File: src/hw/rtl/pibfa_pkg.sv
// shared constants and types for the process image bit field store
`timescale 1ns / 1ps

package pibfa_pkg;

	localparam int IMAGE_DEPTH = 2048;
	localparam int WORD_BYTES = 8;
	localparam int WORD_COUNT = IMAGE_DEPTH / WORD_BYTES;
	localparam int BANK_DEPTH = WORD_COUNT / 2;
	localparam int WORD_AW = $clog2(WORD_COUNT);
	localparam int BANK_AW = WORD_AW - 1;

	localparam int SIZE_W = 12;
	localparam int BYTE_W = 11;
	localparam int BIT_W = 3;
	localparam int LEN_W = 7;
	localparam int VAL_W = 64;
	localparam int OFF_W = 6;
	localparam int WIN_W = 2 * VAL_W;
	localparam int WIN_BYTES = 2 * WORD_BYTES;

	localparam int QUEUE_DEPTH = 2;
	localparam int QPTR_W = $clog2(QUEUE_DEPTH);

	localparam logic [LEN_W-1:0] MAX_LEN = 7'd64;

	localparam logic REQ_WRITE = 1'b0;
	localparam logic REQ_READ = 1'b1;

	typedef struct packed {
		logic               is_read;
		logic               ok;
		logic [WORD_AW-1:0] word;
		logic [OFF_W-1:0]   off;
		logic [VAL_W-1:0]   mask;
		logic [VAL_W-1:0]   wval;
	} entry_t;

endpackage

File: src/hw/rtl/pibfa_ifs.sv
// request, response and size register channels
`timescale 1ns / 1ps

interface pibfa_req_if;
	import pibfa_pkg::*;
	logic               valid;
	logic               ready;
	logic               req_type;
	logic [BYTE_W-1:0]  start_byte;
	logic [BIT_W-1:0]   start_bit;
	logic [LEN_W-1:0]   field_len;
	logic [VAL_W-1:0]   write_value;
	modport source (output valid, output req_type, output start_byte, output start_bit,
		output field_len, output write_value, input ready);
	modport sink (input valid, input req_type, input start_byte, input start_bit,
		input field_len, input write_value, output ready);
endinterface


File: src/hw/rtl/pibfa_front.sv
// front end: takes requests and classifies them into queue entries
`timescale 1ns / 1ps

module pibfa_front (
	pibfa_req_if.sink                    req,
	input  logic [pibfa_pkg::SIZE_W-1:0] size,
	input  logic                         q_full,
	output logic                         push,
	output pibfa_pkg::entry_t            entry
);
	import pibfa_pkg::*;

	logic [LEN_W-1:0] len_c;
	logic [VAL_W-1:0] mask;

	always_comb begin
		len_c = (req.field_len > MAX_LEN) ? MAX_LEN : req.field_len;
		if (len_c == MAX_LEN) begin
			mask = '1;
		end else begin
			mask = (VAL_W'(1) << len_c) - VAL_W'(1);
		end
		entry.is_read = (req.req_type == REQ_READ);
		entry.ok = (req.field_len != '0) && ({1'b0, req.start_byte} < size);
		entry.word = req.start_byte[BYTE_W-1:BIT_W];
		entry.off = {req.start_byte[BIT_W-1:0], req.start_bit};
		entry.mask = mask;
		entry.wval = req.write_value & mask;
	end

	assign req.ready = !q_full;
	assign push = req.valid && !q_full;

endmodule

File: src/flat_wrapper.sv
// flat-port wrapper written by rule: the top's interface ports become plain ports
module pibfa_front_flat import pibfa_pkg::*;
  (size, q_full, push, entry, req_valid, req_req_type, req_start_byte, req_start_bit, req_field_len, req_write_value, req_ready);
  pibfa_req_if req_i ();
  input  logic [pibfa_pkg::SIZE_W-1:0] size;
  input  logic q_full;
  output logic push;
  output pibfa_pkg::entry_t entry;
  input wire logic [$bits(req_i.valid)-1:0] req_valid;
  input wire logic [$bits(req_i.req_type)-1:0] req_req_type;
  input wire logic [$bits(req_i.start_byte)-1:0] req_start_byte;
  input wire logic [$bits(req_i.start_bit)-1:0] req_start_bit;
  input wire logic [$bits(req_i.field_len)-1:0] req_field_len;
  input wire logic [$bits(req_i.write_value)-1:0] req_write_value;
  output wire logic [$bits(req_i.ready)-1:0] req_ready;
  assign req_i.valid = req_valid;
  assign req_i.req_type = req_req_type;
  assign req_i.start_byte = req_start_byte;
  assign req_i.start_bit = req_start_bit;
  assign req_i.field_len = req_field_len;
  assign req_i.write_value = req_write_value;
  assign req_ready = req_i.ready;
  pibfa_front u_core (.req(req_i), .size(size), .q_full(q_full), .push(push), .entry(entry));
endmodule
File: config.mk
export PLATFORM = sky130hd
export DESIGN_NAME = pibfa_front_flat
export DESIGN_NICKNAME = d
export VERILOG_FILES = /design/src/hw/rtl/pibfa_pkg.sv /design/src/hw/rtl/pibfa_ifs.sv /design/src/hw/rtl/pibfa_front.sv /design/src/flat_wrapper.sv
export SDC_FILE = /design/constraint.sdc
export NUM_CORES = 1
export LEC_CHECK = 0
export BUFFER_PORTS_ARGS = -buffer_cell sky130_fd_sc_hd__buf_2
export CORE_AREA = 2 2 97 99
export DETAILED_ROUTE_END_ITERATION = 7
export DIE_AREA = 0 0 99 101
export PLACE_DENSITY = 0.76
export SYNTH_ARGS = -nofsm -noshare
export SYNTH_HDL_FRONTEND = slang
export SYNTH_SLANG_ARGS = --single-unit
File: constraint.sdc
create_clock -name vclk -period 9.8
set_input_delay 1.96 -clock vclk [all_inputs]
set_output_delay 1.96 -clock vclk [all_outputs]
set_load 0.03 [all_outputs]
* After elaboration in Yosys (flattened, before gate mapping)
Index checks and enable logic that the tools add are counted.
W data, S select, Z words.
** Storage, ports and cells
- Input port bits :: 100
- Latch bits :: 0
- Word-level logic and storage cells :: 12
- Bits in writable memories :: 0
- Register bits after elaboration :: 0
- Memories kept :: 0
- Bits in read-only memories :: 0
** Cells by class
- Reduce and logical (&&, ||, !) cells :: 4
- $lt $le $gt $ge :: 2
- Equal/unequal tests :: 1
- Shift operators :: 1
- Div/mod/pow operators :: 0
- $mul :: 0
- Bitwise logic cells :: 1
- Mux-type cells :: 2
- Add/subtract/negate cells :: 1
** Operators by type and width (number)
- $and A64 B64 Y64 :: 1
- $mux W64 :: 1
- $shl A1 B7 Y64 const A :: 1
- $sub A64 B2 Y64 const B :: 1
- $lt A11 B12 Y1 :: 1
- $eq A7 B7 Y1 const B :: 1
- $gt A7 B7 Y1 const B :: 1
- $mux W7 :: 1
- $reduce_bool A7 Y1 :: 1
- $logic_and A1 B1 Y1 :: 2
- $logic_not A1 Y1 :: 1

* Logic depth before layout (Yosys ltp)
Gate-level depths: netlist of run 1.
- Depth in word-level cells :: 6
- Gate-level depth with buffers :: 14
- Mapped depth without buffers :: 9

* Least setup slack after synthesis of run 1
No wires, ideal clock.
- Kind :: input to output
- Start point :: in req_field_len[6]
- End point :: out entry[20] (netlist name)
- Setup slack :: 2567 ps
- Stages :: 13
- Data arrival time :: 5273 ps
- Buffers on the path :: 5
- Cells stage by stage :: buf_4 buf_6 buf_2 buf_2 nor3_1 nand2_1 ha_1 buf_2 nor2b_1 and2_1 a21oi_4 nor2_1 a2111oi_1
** RTL lines
- start: declaration :: RTL line flat_wrapper.sv:13 : input wire logic [$bits(req_i.field_len)-1:0] req_field_len;
- end: declaration :: RTL line flat_wrapper.sv:8 : output pibfa_pkg::entry_t entry;

==> results of run 1 <==
==> routing by layer <==
metal | global-route usage (%) | vias to the layer above | share of wire [%]
met1 | 31.06 | 1930 | 37
met5 | 0 | - | 0
met2 | 45.95 | 329 | 49
met4 | 5.585 | 0 | 2.8
met3 | 3.675 | 37 | 11
li1 | - | 1981 | -
==> power breakdown <==
part,leakage (nW),switching (mW),internal [mW]
sequential,0,0,0
combinational,1.83,0.168,0.0734
clock,0,0,0
total,1.83,0.168,0.0734
==> cell type report <==
class / count / area share [%]
Inverter: 28 / 2.768
Multi-Input combinational cell: 369 / 61.81
Tap cell: 111 / 3.657
Timing Repair Buffer: 240 / 31.76
==> worst max-delay path by stage <==
stage | start | end | cells past startpoint | slack (ps)
6_report | req_field_len[3] | entry[20] | 11 | 2260
2_1_floorplan | req_field_len[6] | entry[20] | 13 | 2570
4_1_cts | req_field_len[3] | entry[20] | 11 | 2380
3_5_place_dp | req_field_len[3] | entry[20] | 11 | 2390
5_1_grt | req_field_len[3] | entry[20] | 11 | 1980
3_3_place_gp | req_field_len[3] | entry[20] | 11 | 2500
==> cell families after synthesis <==
kind of cell               count (synthesis)  synth area share, %
AOI/OAI and AO/OA                        142                35.24
xor gates and xnor gates                   6                1.895
adders and majority gates                 11                4.964
buffers and inverters                     81                15.34
muxes                                      2               0.7221
and+or+nand+nor                          208                41.83
==> metrics by stage <==
| stage | utilization (%) | hold slack [ps] | cells | setup WS, ps |
|---|---|---|---|---|
| after floorplan | - | 4030 | 450 | 2567 |
| after global placement | 42.30 | 3920 | 748 | 2497 |
| after detailed placement | 42.30 | 3920 | 748 | 2390 |
| after CTS | 42.30 | 3920 | 748 | 2378 |
| after global routing | 42.30 | 3920 | 748 | 1978 |
| final | 42.30 | 3920 | 748 | 2261 |
==> layout by cell type, fill, tap and decap left out, types with 4 or more instances in the layout <==
cell type / count
buf_2: 238
nand2_1: 50
and2_1: 42
nor2_1: 30
a21oi_1: 29
inv_1: 26
o21ai_0: 26
a31oi_1: 16
nand3_1: 15
nor3_1: 13
nor2b_1: 11
ha_1: 11
a211oi_1: 7
a21boi_0: 6
or3_1: 5
o21ai_1: 5
a21o_1: 5
and3_1: 5
xnor2_1: 5
o31ai_1: 4
o31a_1: 4
a41oi_1: 4
o211ai_1: 4
nand4_1: 4
==> impl_metrics.ini, run 1 <==
[outcome]
status = complete, no violations

[critical_path]
path_cells = buf_2 -> or3_1 -> nor3_1 -> nand2_1 -> ha_1 -> nor2b_1 -> and2_1 -> a21oi_4 -> nor2_1 -> a2111oi_1 -> buf_2
critical_path.max_fanout = 46
crit_slowest_cell = or3_1
startpoint_type = input pin
worst-path-buf-inv = 2
cp_top_family = simple AND/OR/NAND/NOR gates
critPathMostFrequentCell = buf_2
path_class = input pin to primary output
critPathMaxStageDelay_ps = 510
cp.required_ps = 7840
crit_arrival_ps = 5580
end_kind = primary output

[synth]
syn_inst = 450
synth_area_leader_cell = and2_1
ys_warn_count = 0
synth_top_area_share_pct = 9.477
postSynthAreaPerCell_um2 = 6.161
synthTopCellsByCount = nand2_1, and2_1, nor2_1
synthesis.nets = 561
syn-cell-area_um2 = 2773
yosysMostFrequentCell = nand2_1
synth-seq-area-share_pct = 0
synth_cell_types = 71
synth.area.top_cells = and2_1, nand2_1, buf_4, a21oi_1, ha_1

[job]
drv_cap = 0

[power_and_ir_drop]
p_leak_nw = 1.826
ir_drop_mv = 0.02725
power_mw = 0.2417
power_density_nw_per_um2 = 63.64

[place]
gp_congestion = 0.9867
placed_area_um2 = 3797
io_buffers = 238
hpwlAfterDp_um = 10850

[floorplan]
core_area_um2 = 8977
num_io_pins = 246
rows = 35
die-area_um2 = 9999
fp.dieH_um = 101
dieWidth_um = 99
initial_utilization_pct = 30.89

[route]
dr.first_iter.drc_count = 461
first_pass_iters = 5
wirelength_um = 13640
ant_nets = 0
vias_per_cell = 5.718
route.vias.total = 4277
drc = 0
post_drt_wl_per_cell_um = 18.24

[global_routing]
grt_max_degree = 47
gr-usage-all-layers_pct = 25.13
grt_pass1_vias = 3850
grt_pass1_wl_um = 20430
antenna_found_initial = 0
overflow = 0

[layout]
drive_above_1_share_pct = 40.82
area_growth_syn_to_layout_pct = 36.96
fill_cells = 1059
register_area_um2 = 0
design_area_um2 = 3797
nets = 750
diodes = 0
n_sequential_cell = 0
multi_input_area_um2 = 2347
clock_buffers = 0

[timing]
relSlewSlack_pct = 42.04
worst_slew_pin_slew_ps = 868.5
drv_slew = 0
tns_ps = 0
finalSetupViolCount = 0
period_needed_ps = 7539
fmax_mhz = 132.7
hold_viol = 0
final.period_utilization_pct = 76.93
rsz0062_at_grt = false

[hold_path]
min_from = req_start_bit[0]
hp-class = input pin to primary output
hold_end = entry[128]
whs_path_depth = 0

[clocking]
hold_buffers = 0
cts_resized = 0
post-cts-setup-buffers = 0
No activity file was read; power rests on OpenSTA's default activity.
==> run 2, diff against run 1 <==
Settings changed: PLACE_DENSITY 0.76 to 0.79.
Clock period 9.8 ns to 6.8 ns, I/O delays scaled along.
==> impl_metrics.ini, run 2 (same netlist as run 1, synthesis figures left out) <==
[outcome]
status = complete, no violations

[global_routing]
grt_pass1_vias = 3716
antenna_found_initial = 0
grt_pass1_wl_um = 19680
gr-usage-all-layers_pct = 24.13
overflow = 0
grt_max_degree = 50

[critical_path]
worst-path-buf-inv = 2
crit_slowest_cell = or3_1
critPathMostFrequentCell = buf_2
cp.required_ps = 5440
critical_path.max_fanout = 18
cp_top_family = simple AND/OR/NAND/NOR gates
critPathMaxStageDelay_ps = 490
crit_arrival_ps = 4540
path_cells = buf_2 -> or3_1 -> nor3_1 -> nand2_1 -> ha_1 -> nor2b_1 -> and2_1 -> a21oi_4 -> nor2_1 -> a2111oi_1 -> buf_2
end_kind = primary output
path_class = input pin to primary output
startpoint_type = input pin

[power_and_ir_drop]
switchingPower_mw = 0.2407
ir_drop_mv = 0.03898
power_switching_share_pct = 68.98
p_clk_share_pct = 0
intPower_mw = 0.1082
p_leak_nw = 1.860
power_density_nw_per_um2 = 90.64
comb_power_share_pct = 100.0
seq_power_share_pct = 0

[layout]
most-common-layout-cells = buf_2, nand2_1, and2_1
diodes = 0
n_sequential_cell = 0
nets = 757
drive_above_1_share_pct = 41.46
area_growth_syn_to_layout_pct = 38.85
register_area_um2 = 0
final_core_util_pct = 42.89
clock_buffers = 0
layout_commonest_cell = buf_2

[route]
wirelength_um = 13220
route.vias.total = 4208
post_drt_wl_per_cell_um = 17.52
drc = 0
first_pass_iters = 6
dr.first_iter.drc_count = 423
vias_per_cell = 5.574
ant_nets = 0

[place]
hpwlAfterDp_um = 10610
io_buffers = 238
gp_congestion = 0.9745

[timing]
tns_ps = 0
hold_viol = 0
fmax_mhz = 169.4
final.period_utilization_pct = 86.83
rsz0062_at_grt = false
finalSetupViolCount = 0
worst_slew_pin_slew_ps = 818.1
period_needed_ps = 5904
drv_slew = 0
relSlewSlack_pct = 45.35

[floorplan]
num_io_pins = 246
dieWidth_um = 99
rows = 35
fp.dieH_um = 101
initial_utilization_pct = 30.89
die-area_um2 = 9999
core_area_um2 = 8977

[clocking]
hold_buffers = 0
cts_resized = 0
post-cts-setup-buffers = 0

[hold_path]
hp-class = input pin to primary output

[job]
drv_cap = 0
[run 2: changes by cell type in the layout (fill, tap and decap cells not counted), sizes merged]
cell	before	now
buf	240	247
[run 2: layer usage]
metal | vias up | wire length, um | track usage, %
li1 | 2000 | - | -
met1 | 1897 | 5018 | 30.38
met2 | 291 | 6602 | 44.49
met3 | 20 | 1414 | 3.259
met4 | 0 | 189 | 3.583
met5 | - | 0 | 0
[run 2: power by group through the flow]
stage	sequential (mW)	combinational (mW)	clock (mW)
detailed placement	0	0.347	0
global placement	0	0.347	0
CTS	0	0.349	0
global route	0	0.374	0
floorplan	0	0.249	0
finish	0	0.349	0
[run 2: worst paths after layout]
check	slack [ps]	depth (start not counted)	endpoint	startpoint
max	900	11	entry[20]	req_field_len[1]
min	2720	0	entry[128]	req_start_bit[0]
[run 2: area by class of cell]
cell class                 instances  area, um2
multi-input combinational        369       2347
fill                            1032       5127
inverter                          28      105.1
timing repair buffer             247       1259
tap                              111      138.9
[run 2: metrics by stage]
stage / hold slack [ps] / worst slack, ps / instances / power (mW) / instance area [um2]
6_report: 2720 / 895.5 / 755 / 0.3490 / 3850
4_1_cts: 2720 / 940.3 / 755 / 0.3486 / 3850
5_1_grt: 2720 / 687.1 / 755 / 0.3742 / 3850
3_5_place_dp: 2720 / 956.5 / 755 / 0.3475 / 3850
2_1_floorplan: 2830 / 766.5 / 450 / 0.2487 / 2773
3_3_place_gp: 2720 / 975.6 / 755 / 0.3475 / 3850
