--- config.mk ---
export PLATFORM = sky130hd
export DESIGN_NAME = pibfa_queue
export DESIGN_NICKNAME = d
export VERILOG_FILES = /design/src/hw/rtl/pibfa_pkg.sv /design/src/hw/rtl/pibfa_queue.sv
export SDC_FILE = /design/constraint.sdc
export NUM_CORES = 1
export LEC_CHECK = 0
export BUFFER_PORTS_ARGS = -buffer_cell sky130_fd_sc_hd__buf_2
export CAP_MARGIN = 10
export CORE_MARGIN = 1
export CORE_UTILIZATION = 25
export DETAILED_ROUTE_END_ITERATION = 8
export PLACE_DENSITY_LB_ADDON = 0.1
export SLEW_MARGIN = 25
export SYNTH_ARGS = -nofsm -noshare
export SYNTH_HDL_FRONTEND = slang
export SYNTH_SLANG_ARGS = --single-unit
--- constraint.sdc ---
create_clock -name clk -period 9.8 [get_ports clk]
set_input_delay 1.96 -clock clk [delete_from_list [all_inputs] [get_ports clk]]
set_output_delay 1.96 -clock clk [all_outputs]
set_load 0.03 [all_outputs]
--- src/hw/rtl/pibfa_pkg.sv ---
// shared constants and types for the process image bit field store
`timescale 1ns / 1ps

package pibfa_pkg;

	localparam int IMAGE_DEPTH = 2048;
	localparam int WORD_BYTES = 8;
	localparam int WORD_COUNT = IMAGE_DEPTH / WORD_BYTES;
	localparam int BANK_DEPTH = WORD_COUNT / 2;
	localparam int WORD_AW = $clog2(WORD_COUNT);
	localparam int BANK_AW = WORD_AW - 1;

	localparam int SIZE_W = 12;
	localparam int BYTE_W = 11;
	localparam int BIT_W = 3;
	localparam int LEN_W = 7;
	localparam int VAL_W = 64;
	localparam int OFF_W = 6;
	localparam int WIN_W = 2 * VAL_W;
	localparam int WIN_BYTES = 2 * WORD_BYTES;

	localparam int QUEUE_DEPTH = 2;
	localparam int QPTR_W = $clog2(QUEUE_DEPTH);

	localparam logic [LEN_W-1:0] MAX_LEN = 7'd64;

	localparam logic REQ_WRITE = 1'b0;
	localparam logic REQ_READ = 1'b1;

	typedef struct packed {
		logic               is_read;
		logic               ok;
		logic [WORD_AW-1:0] word;
		logic [OFF_W-1:0]   off;
		logic [VAL_W-1:0]   mask;
		logic [VAL_W-1:0]   wval;
	} entry_t;

endpackage

--- src/hw/rtl/pibfa_queue.sv ---
// short queue between front and back end
`timescale 1ns / 1ps

module pibfa_queue (
	input  logic              clk,
	input  logic              arst_n,
	input  logic              push,
	input  pibfa_pkg::entry_t push_entry,
	output logic              full,
	input  logic              pop,
	output pibfa_pkg::entry_t head,
	output logic              empty
);
	import pibfa_pkg::*;

	entry_t            slot_q [QUEUE_DEPTH];
	logic [QPTR_W-1:0] wr_ptr_q;
	logic [QPTR_W-1:0] rd_ptr_q;
	logic [QPTR_W:0]   count_q;

	always_ff @(posedge clk or negedge arst_n) begin
		if (!arst_n) begin
			wr_ptr_q <= '0;
			rd_ptr_q <= '0;
			count_q <= '0;
		end else begin
			if (push) begin
				wr_ptr_q <= wr_ptr_q + QPTR_W'(1);
			end
			if (pop) begin
				rd_ptr_q <= rd_ptr_q + QPTR_W'(1);
			end
			if (push && !pop) begin
				count_q <= count_q + (QPTR_W + 1)'(1);
			end else if (pop && !push) begin
				count_q <= count_q - (QPTR_W + 1)'(1);
			end
		end
	end

	always_ff @(posedge clk) begin
		if (push) begin
			slot_q[wr_ptr_q] <= push_entry;
		end
	end

	assign head = slot_q[rd_ptr_q];
	assign full = (count_q == (QPTR_W + 1)'(QUEUE_DEPTH));
	assign empty = (count_q == '0);

endmodule

### Word level (Yosys, flattened, before mapping)

Memories as Yosys holds them, arrays and structs flattened.
Cells that the tools add are included.

* add/sub/neg operators: 4
* equality and inequality tests: 1
* mux-type cells: 4
* reductions and logical operators: 6

Operators by type and width (count)
* $mux W2: 2
* $add A1 B1 Y1 const B: 2
* $add A2 B1 Y2 const B: 1
* $eq A2 B2 Y1 const B: 1
* $logic_and A1 B1 Y1: 2
* $logic_not A1 Y1: 2
* $logic_not A2 Y1: 1
* $mux W1: 2
* $reduce_bool A2 Y1: 1
* $sub A2 B1 Y2 const B: 1

* register bits: 4
* memory bits (writable): 288
* input port bits: 148
* output and inout bits: 146
* logic and storage cells: 19
* memories kept: 1

Memories
* slot_q: depth 2, bits a word 144, read ports 1, clocked after Yosys merged registers in 0, wr ports 1, RTL line pibfa_queue.sv:16 `entry_t slot_q [QUEUE_DEPTH];`

### Logic depth before layout (Yosys ltp)

Gate-level depths: netlist of the first run.

* depth after elaboration: 4
* mapped depth: 5
* gate-level depth less buffers: 5

### Least setup slack after synthesis of the first run

Ideal clock, no wire load.

* path type: input to register
* start: input port push
* end: memory slot_q[0][0] (netlist name) (enable)
* library setup time: 0.667 ns
* arrival time: 8.192 ns
* data required time: 9.133 ns
* setup slack: 0.942 ns
* stages on the path: 1
* path buffers: 0
* cell sequence: nor2b_1

* longest elaborated chain between the ends: 2

RTL lines
* start: declaration: RTL line pibfa_queue.sv:7 `input logic push,`
* $mux W1: RTL line pibfa_queue.sv:42 `if (push) begin`
* $mux W1 (implied by the code): RTL line pibfa_queue.sv:43 `slot_q[wr_ptr_q] <= push_entry;`
* end: declaration: RTL line pibfa_queue.sv:16

Every way passes these cells.

==> metrics.cfg, run 1 <==
[worst_setup_path]
critPathMaxFanout=51
cp.arrival_ns=2.81
worst_setup_path_start_kind=flip-flop
cp.required_ns=7.84
critical_path.cell_chain=buf_4 -> buf_16 -> mux2_2 -> buf_2
critPathBufInv=3
slowest_delay_ns=0.85
critPathKind=reg2out
slowest_stage=dfrtp_4
cp_top_family=buffers and inverters
end_kind=output pin

[layout]
nNetsFinal=935
final_common_cell=buf_2
postLayoutCellArea_um2=14000
mostFrequentLayoutCells=buf_2 (293), edfxtp_1 (288), mux2_2 (94), mux2_4 (50), clkbuf_16 (37)
layout-drive-gt1-share=0.610
syn_to_final_growth_pct=29.9
stdcell_count=1354

[clocking]
root_buffer=clkbuf_16
cts_tree=built
cts_buffers=35
cts_buffer_depth=3
cts_setup_buffers=0
cts.reportedPaths.clkPinSlew_ns=0.06
cts_sinks=292
clk_latency_ns=0.52
cts_hold_buf=0
htree_levels=2
cts_resized=0

[route]
drt_iter0_drc=210
ant_nets=0
finalWirelength_um=24200
avgViaCountPerCell=4.02
drt_first_pass_iters=4
post-route-drc-count=0
wl_per_cell_um=17.9
vias=5444

[placement]
place.gp.congestion=0.718
dp_slack_ns=5.12
dpl_cell_area_um2=12900
dp.cells=1287
hpwl_um=16000
numPortBuffers=293

[yosys]
syn_inst=464
avgSynthCellArea_um2=23.2
synth-seq-cells=292
yosys_warnings=0
yosysUniqueCellTypes=13
synth.top_cells.by_area=edfxtp_1 (80%), mux2_2 (9.8%), mux2_4 (7.0%)
synth_top_area_cell=edfxtp_1
syn-num-nets=613
synth_top_area_share=0.803
synth-seq-area-share=0.812
synth_area_um2=10800

[die]
dieArea_um2=43900
rows=75
die_height_um=210
start_util=0.255
io_pins=294
die_w_um=210
core_um2=42200

[sta]
rsz0062_at_grt=no
timing.final.ws_setup_ns=5.03
hold_viol=0
period_share=0.487
clock.fmax_mhz=210
finClkSkew_ns=0.00716
finalCriticalPeriod_ns=4.77
setup_tns_ns=0
worst_pin_slew_ns=0.725
finalSetupViolCount=0
finalMaxSlewViolations=0
slew-limit-headroom=0.517

[grt]
grt_pass1_wl_um=35700
track_usage=0.108
grt.met1_usage=0.129
grt_antenna_before_repair=8
busiest_layer=met2
met2_usage=0.170
grt.met3_usage=0.0468
grt_overflow_total=0
first_global_vias=5972
grt_max_degree=68

[run_status]
status=finished, final reports clean

[power_and_ir_drop]
max-vdd-ir-drop_mv=0.251
powerDensity_nw_per_um2=322
leakage_nw=5.32

[flow_run]
max-cap-violations=0

[min_path]
hp-class=reg2reg

## worst reg2reg max path, delay by kind of cell (launching register included)
kind	cells	cell delay (ns)
buffers and inverters	2	1.49
AND/OR/NAND/NOR	1	0.60
flip-flops	1	0.41
## report_power, final
| part | internal [mW] | switching [mW] |
|---|---|---|
| Clock | 0.744 | 0.485 |
| Combinational | 0.544 | 0.982 |
| Sequential | 1.66 | 0.0925 |
## registers in the layout, indices dropped and copies added (netlist names)
signal and cells:
slot_q 288, wr_ptr_q 1, rd_ptr_q 1, count_q 2
## routing by layer
layer | wire (um) | part of all wire
met5 | 75 | 0.0031
met4 | 661 | 0.027
met3 | 2400 | 0.099
met2 | 11100 | 0.46
met1 | 9930 | 0.41
## cell families after synthesis
| logic type | share of synthesized area |
|---|---|
| DFF | 0.812 |
| muxes | 0.168 |
| buffers and inverters | 0.0119 |
| xor gates and xnor gates | 0.00407 |
| and+or+nand+nor | 0.00244 |
| adders and majority gates | 0.00116 |
## path summary, 6_finish.rpt
check / startpoint / end / slack [ns] / cells after the start
setup reg to reg: wr_ptr_q / slot_q[1][70] / 6.89 / 3
min in group asynchronous: arst_n / rd_ptr_q / 1.23 / 1
setup / recovery: rd_ptr_q / head[52] / 5.03 / 4
max in group asynchronous: arst_n / rd_ptr_q / 8.42 / 1
hold reg to reg: count_q[1] / count_q[1] / 0.49 / 1
hold / removal: count_q[1] / count_q[1] / 0.49 / 1
## synthesized netlist by cell type
master / n
mux2_4: 50
xor2_1: 4
edfxtp_1: 288
nor2_1: 2
and2_1: 1
nor2b_1: 2
mux2_2: 94
dfrtp_1: 4
ha_1: 1
inv_1: 1
buf_2: 9
buf_6: 7
xnor2_1: 1
## stage by stage
step	power [mW]	utilization	hold WS (ns)
2_1_floorplan	2.94	-	0.455
3_3_place_gp	3.31	0.304	0.478
3_5_place_dp	3.34	0.304	0.483
4_1_cts	4.60	0.330	0.491
5_1_grt	4.72	0.331	0.522
6_report	4.51	0.331	0.491
## layout make-up
class / count / area, um2
Antenna cell: 3 / 7.51
Clock buffer: 43 / 958
Clock inverter: 20 / 139
Fill cell: 4109 / 28200
Inverter: 1 / 3.75
Multi-Input combinational cell: 155 / 1900
Sequential cell: 292 / 8750
Tap cell: 539 / 674
Timing Repair Buffer: 301 / 1550
(Power assumes the default switching activity.)
==> run 2, diff against run 1 <==
==> constraint.sdc (replaced) <==
create_clock -name clk -period 4.2 [get_ports clk]
set_input_delay 0.84 -clock clk [delete_from_list [all_inputs] [get_ports clk]]
set_output_delay 0.84 -clock clk [all_outputs]
set_load 0.03 [all_outputs]
==> run 2 against run 1 <==
Compared with the run above:
- sequential power increased by 130%
- register-to-register slack worse by 4.6 ns
- global-route usage hardly changed
- clock power is 130% higher
- flip-flop and latch count did not move
- worst hold slack lost 0.37 ns
- critical endpoint is now head[14]
- via count decreased by 0.26%
- highest routed layer unchanged
- combinational power grew 140%
- critical path depth fell by 1
- sequential share of layout area is 0.16 points lower
- routed wire length shrank 0.40%
==> metrics.cfg, run 2 (synthesis results as in run 1) <==
[sta]
finClkSkew_ns=0.0140  ; was 0.00716 ns
finalSetupViolCount=0  ; unchanged
finalMaxSlewViolations=0  ; unchanged
period_share=0.762
setup_tns_ns=0  ; unchanged
timing.final.ws_setup_ns=1.00  ; was 5.03 ns
slew-limit-headroom=0.530  ; was 0.517
clock.fmax_mhz=313
hold_viol=0  ; unchanged
worst_pin_slew_ns=0.705  ; was 0.725 ns
finalCriticalPeriod_ns=3.20
rsz0062_at_grt=no  ; unchanged

[clocking]
cts_resized=0  ; unchanged
cts_hold_buf=0  ; unchanged
cts_sinks=292  ; unchanged
cts.reportedPaths.clkPinSlew_ns=0.06  ; about the same
root_buffer=clkbuf_16  ; unchanged
cts_tree=built  ; unchanged
cts_buffer_depth=3  ; unchanged
htree_levels=2  ; unchanged
cts_setup_buffers=0  ; unchanged
clk_latency_ns=0.53  ; was 0.52 ns
cts_buffers=36  ; was 35

[layout]
nNetsFinal=936  ; was 935
final_common_cell=buf_2  ; unchanged
syn_to_final_growth_pct=30.2  ; was 29.9%
layout-drive-gt1-share=0.605  ; was 0.610
top_regs=slot_q x288, count_q x2  ; unchanged
mostFrequentLayoutCells=buf_2 (293), edfxtp_1 (288), mux2_2 (94), mux2_4 (50), clkbuf_16 (37)  ; unchanged
top_register=slot_q  ; unchanged
largest_reg_flops=288  ; unchanged
postLayoutCellArea_um2=14000  ; about the same
nFillCells=4108  ; was 4,109

[route]
post-route-drc-count=0  ; unchanged
drt_iter0_drc=136  ; was 210
vias=5430  ; was 5,444
ant_nets=0  ; unchanged
finalWirelength_um=24100  ; was 24,200 um
wl_per_cell_um=17.8  ; was 17.9 um
avgViaCountPerCell=4.00  ; was 4.02
drt_first_pass_iters=6  ; was 4

[grt]
grt_antenna_before_repair=8  ; unchanged
grt_pass1_wl_um=35700  ; about the same
grt_overflow_total=0  ; unchanged
first_global_vias=6014  ; was 5,972
grt_max_degree=77  ; was 68
track_usage=0.109  ; was 0.108

[die]
dieArea_um2=43900  ; unchanged
die_w_um=210  ; unchanged
die_height_um=210  ; unchanged
rows=75  ; unchanged
start_util=0.255  ; unchanged
core_um2=42200  ; unchanged
io_pins=294  ; unchanged

[worst_setup_path]
slowest_stage=dfrtp_4  ; unchanged
r2r-start=wr_ptr_q  ; unchanged
end_kind=output pin  ; unchanged
cp.arrival_ns=2.36  ; was 2.81 ns
rrSetupSlack_ns=2.28  ; was 6.89 ns
r2r-end=slot_q[1][35]  ; was slot_q[1][70]
critPathMaxFanout=61  ; was 51
worst_setup_path_start_kind=flip-flop  ; unchanged
critical_path.cell_chain=buf_12 -> mux2_2 -> buf_2  ; was buf_4 -> buf_16 -> mux2_2 -> buf_2
cp.required_ns=3.36  ; was 7.84 ns
critPathKind=reg2out  ; unchanged
slowest_delay_ns=0.77  ; was 0.85 ns
reg2reg_depth=2  ; was 3

[placement]
numPortBuffers=293  ; unchanged
dpl_cell_area_um2=12900  ; about the same
hpwl_um=15800  ; was 16,000 um
dp_slack_ns=1.52  ; was 5.12 ns
place.gp.congestion=0.685  ; was 0.718

[min_path]
hp-class=in2async  ; was reg2reg

[flow_run]
max-cap-violations=0  ; unchanged

[power_and_ir_drop]
max-vdd-ir-drop_mv=0.297  ; was 0.251 mV
leakage_nw=5.32  ; about the same
powerDensity_nw_per_um2=749  ; was 322 nW/um2

[run_status]
status=finished, final reports clean  ; unchanged

## run 2: changes by cell type in the layout (fill, tap and decap cells not counted), moves of 2 or more
cell,change
clkbuf_1,+7
buf_12,+4
buf_4,-4
clkinv_2,-4
clkinv_1,-2
inv_6,+2
## run 2: through the flow
stage	instances	power, mW	hold WS [ns]	utilization
after global routing	1355	11.0	0.0925	0.332
after CTS	1353	10.7	0.0822	0.331
after detailed placement	1287	7.80	0.484	0.306
after global placement	1287	7.76	0.476	0.306
after floorplan	464	6.78	0.456	-
final	1356	10.5	0.122	0.332
## run 2: cell type report
cell class              count  area (um2)  share of cell area
flip-flops and latches    292        8750               0.624
multi-input cells         155        1900               0.136
clock inverters            17         115             0.00821
inverters                   1        3.75            0.000268
well taps                 539         674              0.0481
clock buffers              49         971              0.0693
diodes                      2        5.00            0.000357
repair buffers            301        1600               0.114
## run 2: layer usage
metal | up-vias | share of wire | global-route usage
li1 | 2508 | - | -
met1 | 2658 | 0.42 | 0.128
met2 | 204 | 0.45 | 0.168
met3 | 48 | 0.097 | 0.0527
met4 | 12 | 0.024 | 0.0461
met5 | - | 0.0029 | 0
## run 2: worst max path at each step
stage,from,to,slack (ns),depth (start not counted)
floorplan,push,slot_q[0][0],0.77,1
finish,rd_ptr_q,head[14],1.00,3
global route,rd_ptr_q,head[24],0.87,3
CTS,rd_ptr_q,head[15],0.94,3
detailed placement,rd_ptr_q,head[15],1.52,3
global placement,rd_ptr_q,head[15],1.54,3
## run 2: where the power goes
part           switching [mW]  internal [mW]  total [mW]
logic                    2.32           1.29        3.61
clock network            1.15           1.69        2.83
registers               0.199           3.87        4.07
## run 2: worst max-delay path: cells and delay by family, from the launching register on
| kind | cells | cell delay (ns) |
|---|---|---|
| mux | 1 | 0.42 |
| flops | 1 | 0.77 |
| buf+inv | 2 | 0.53 |
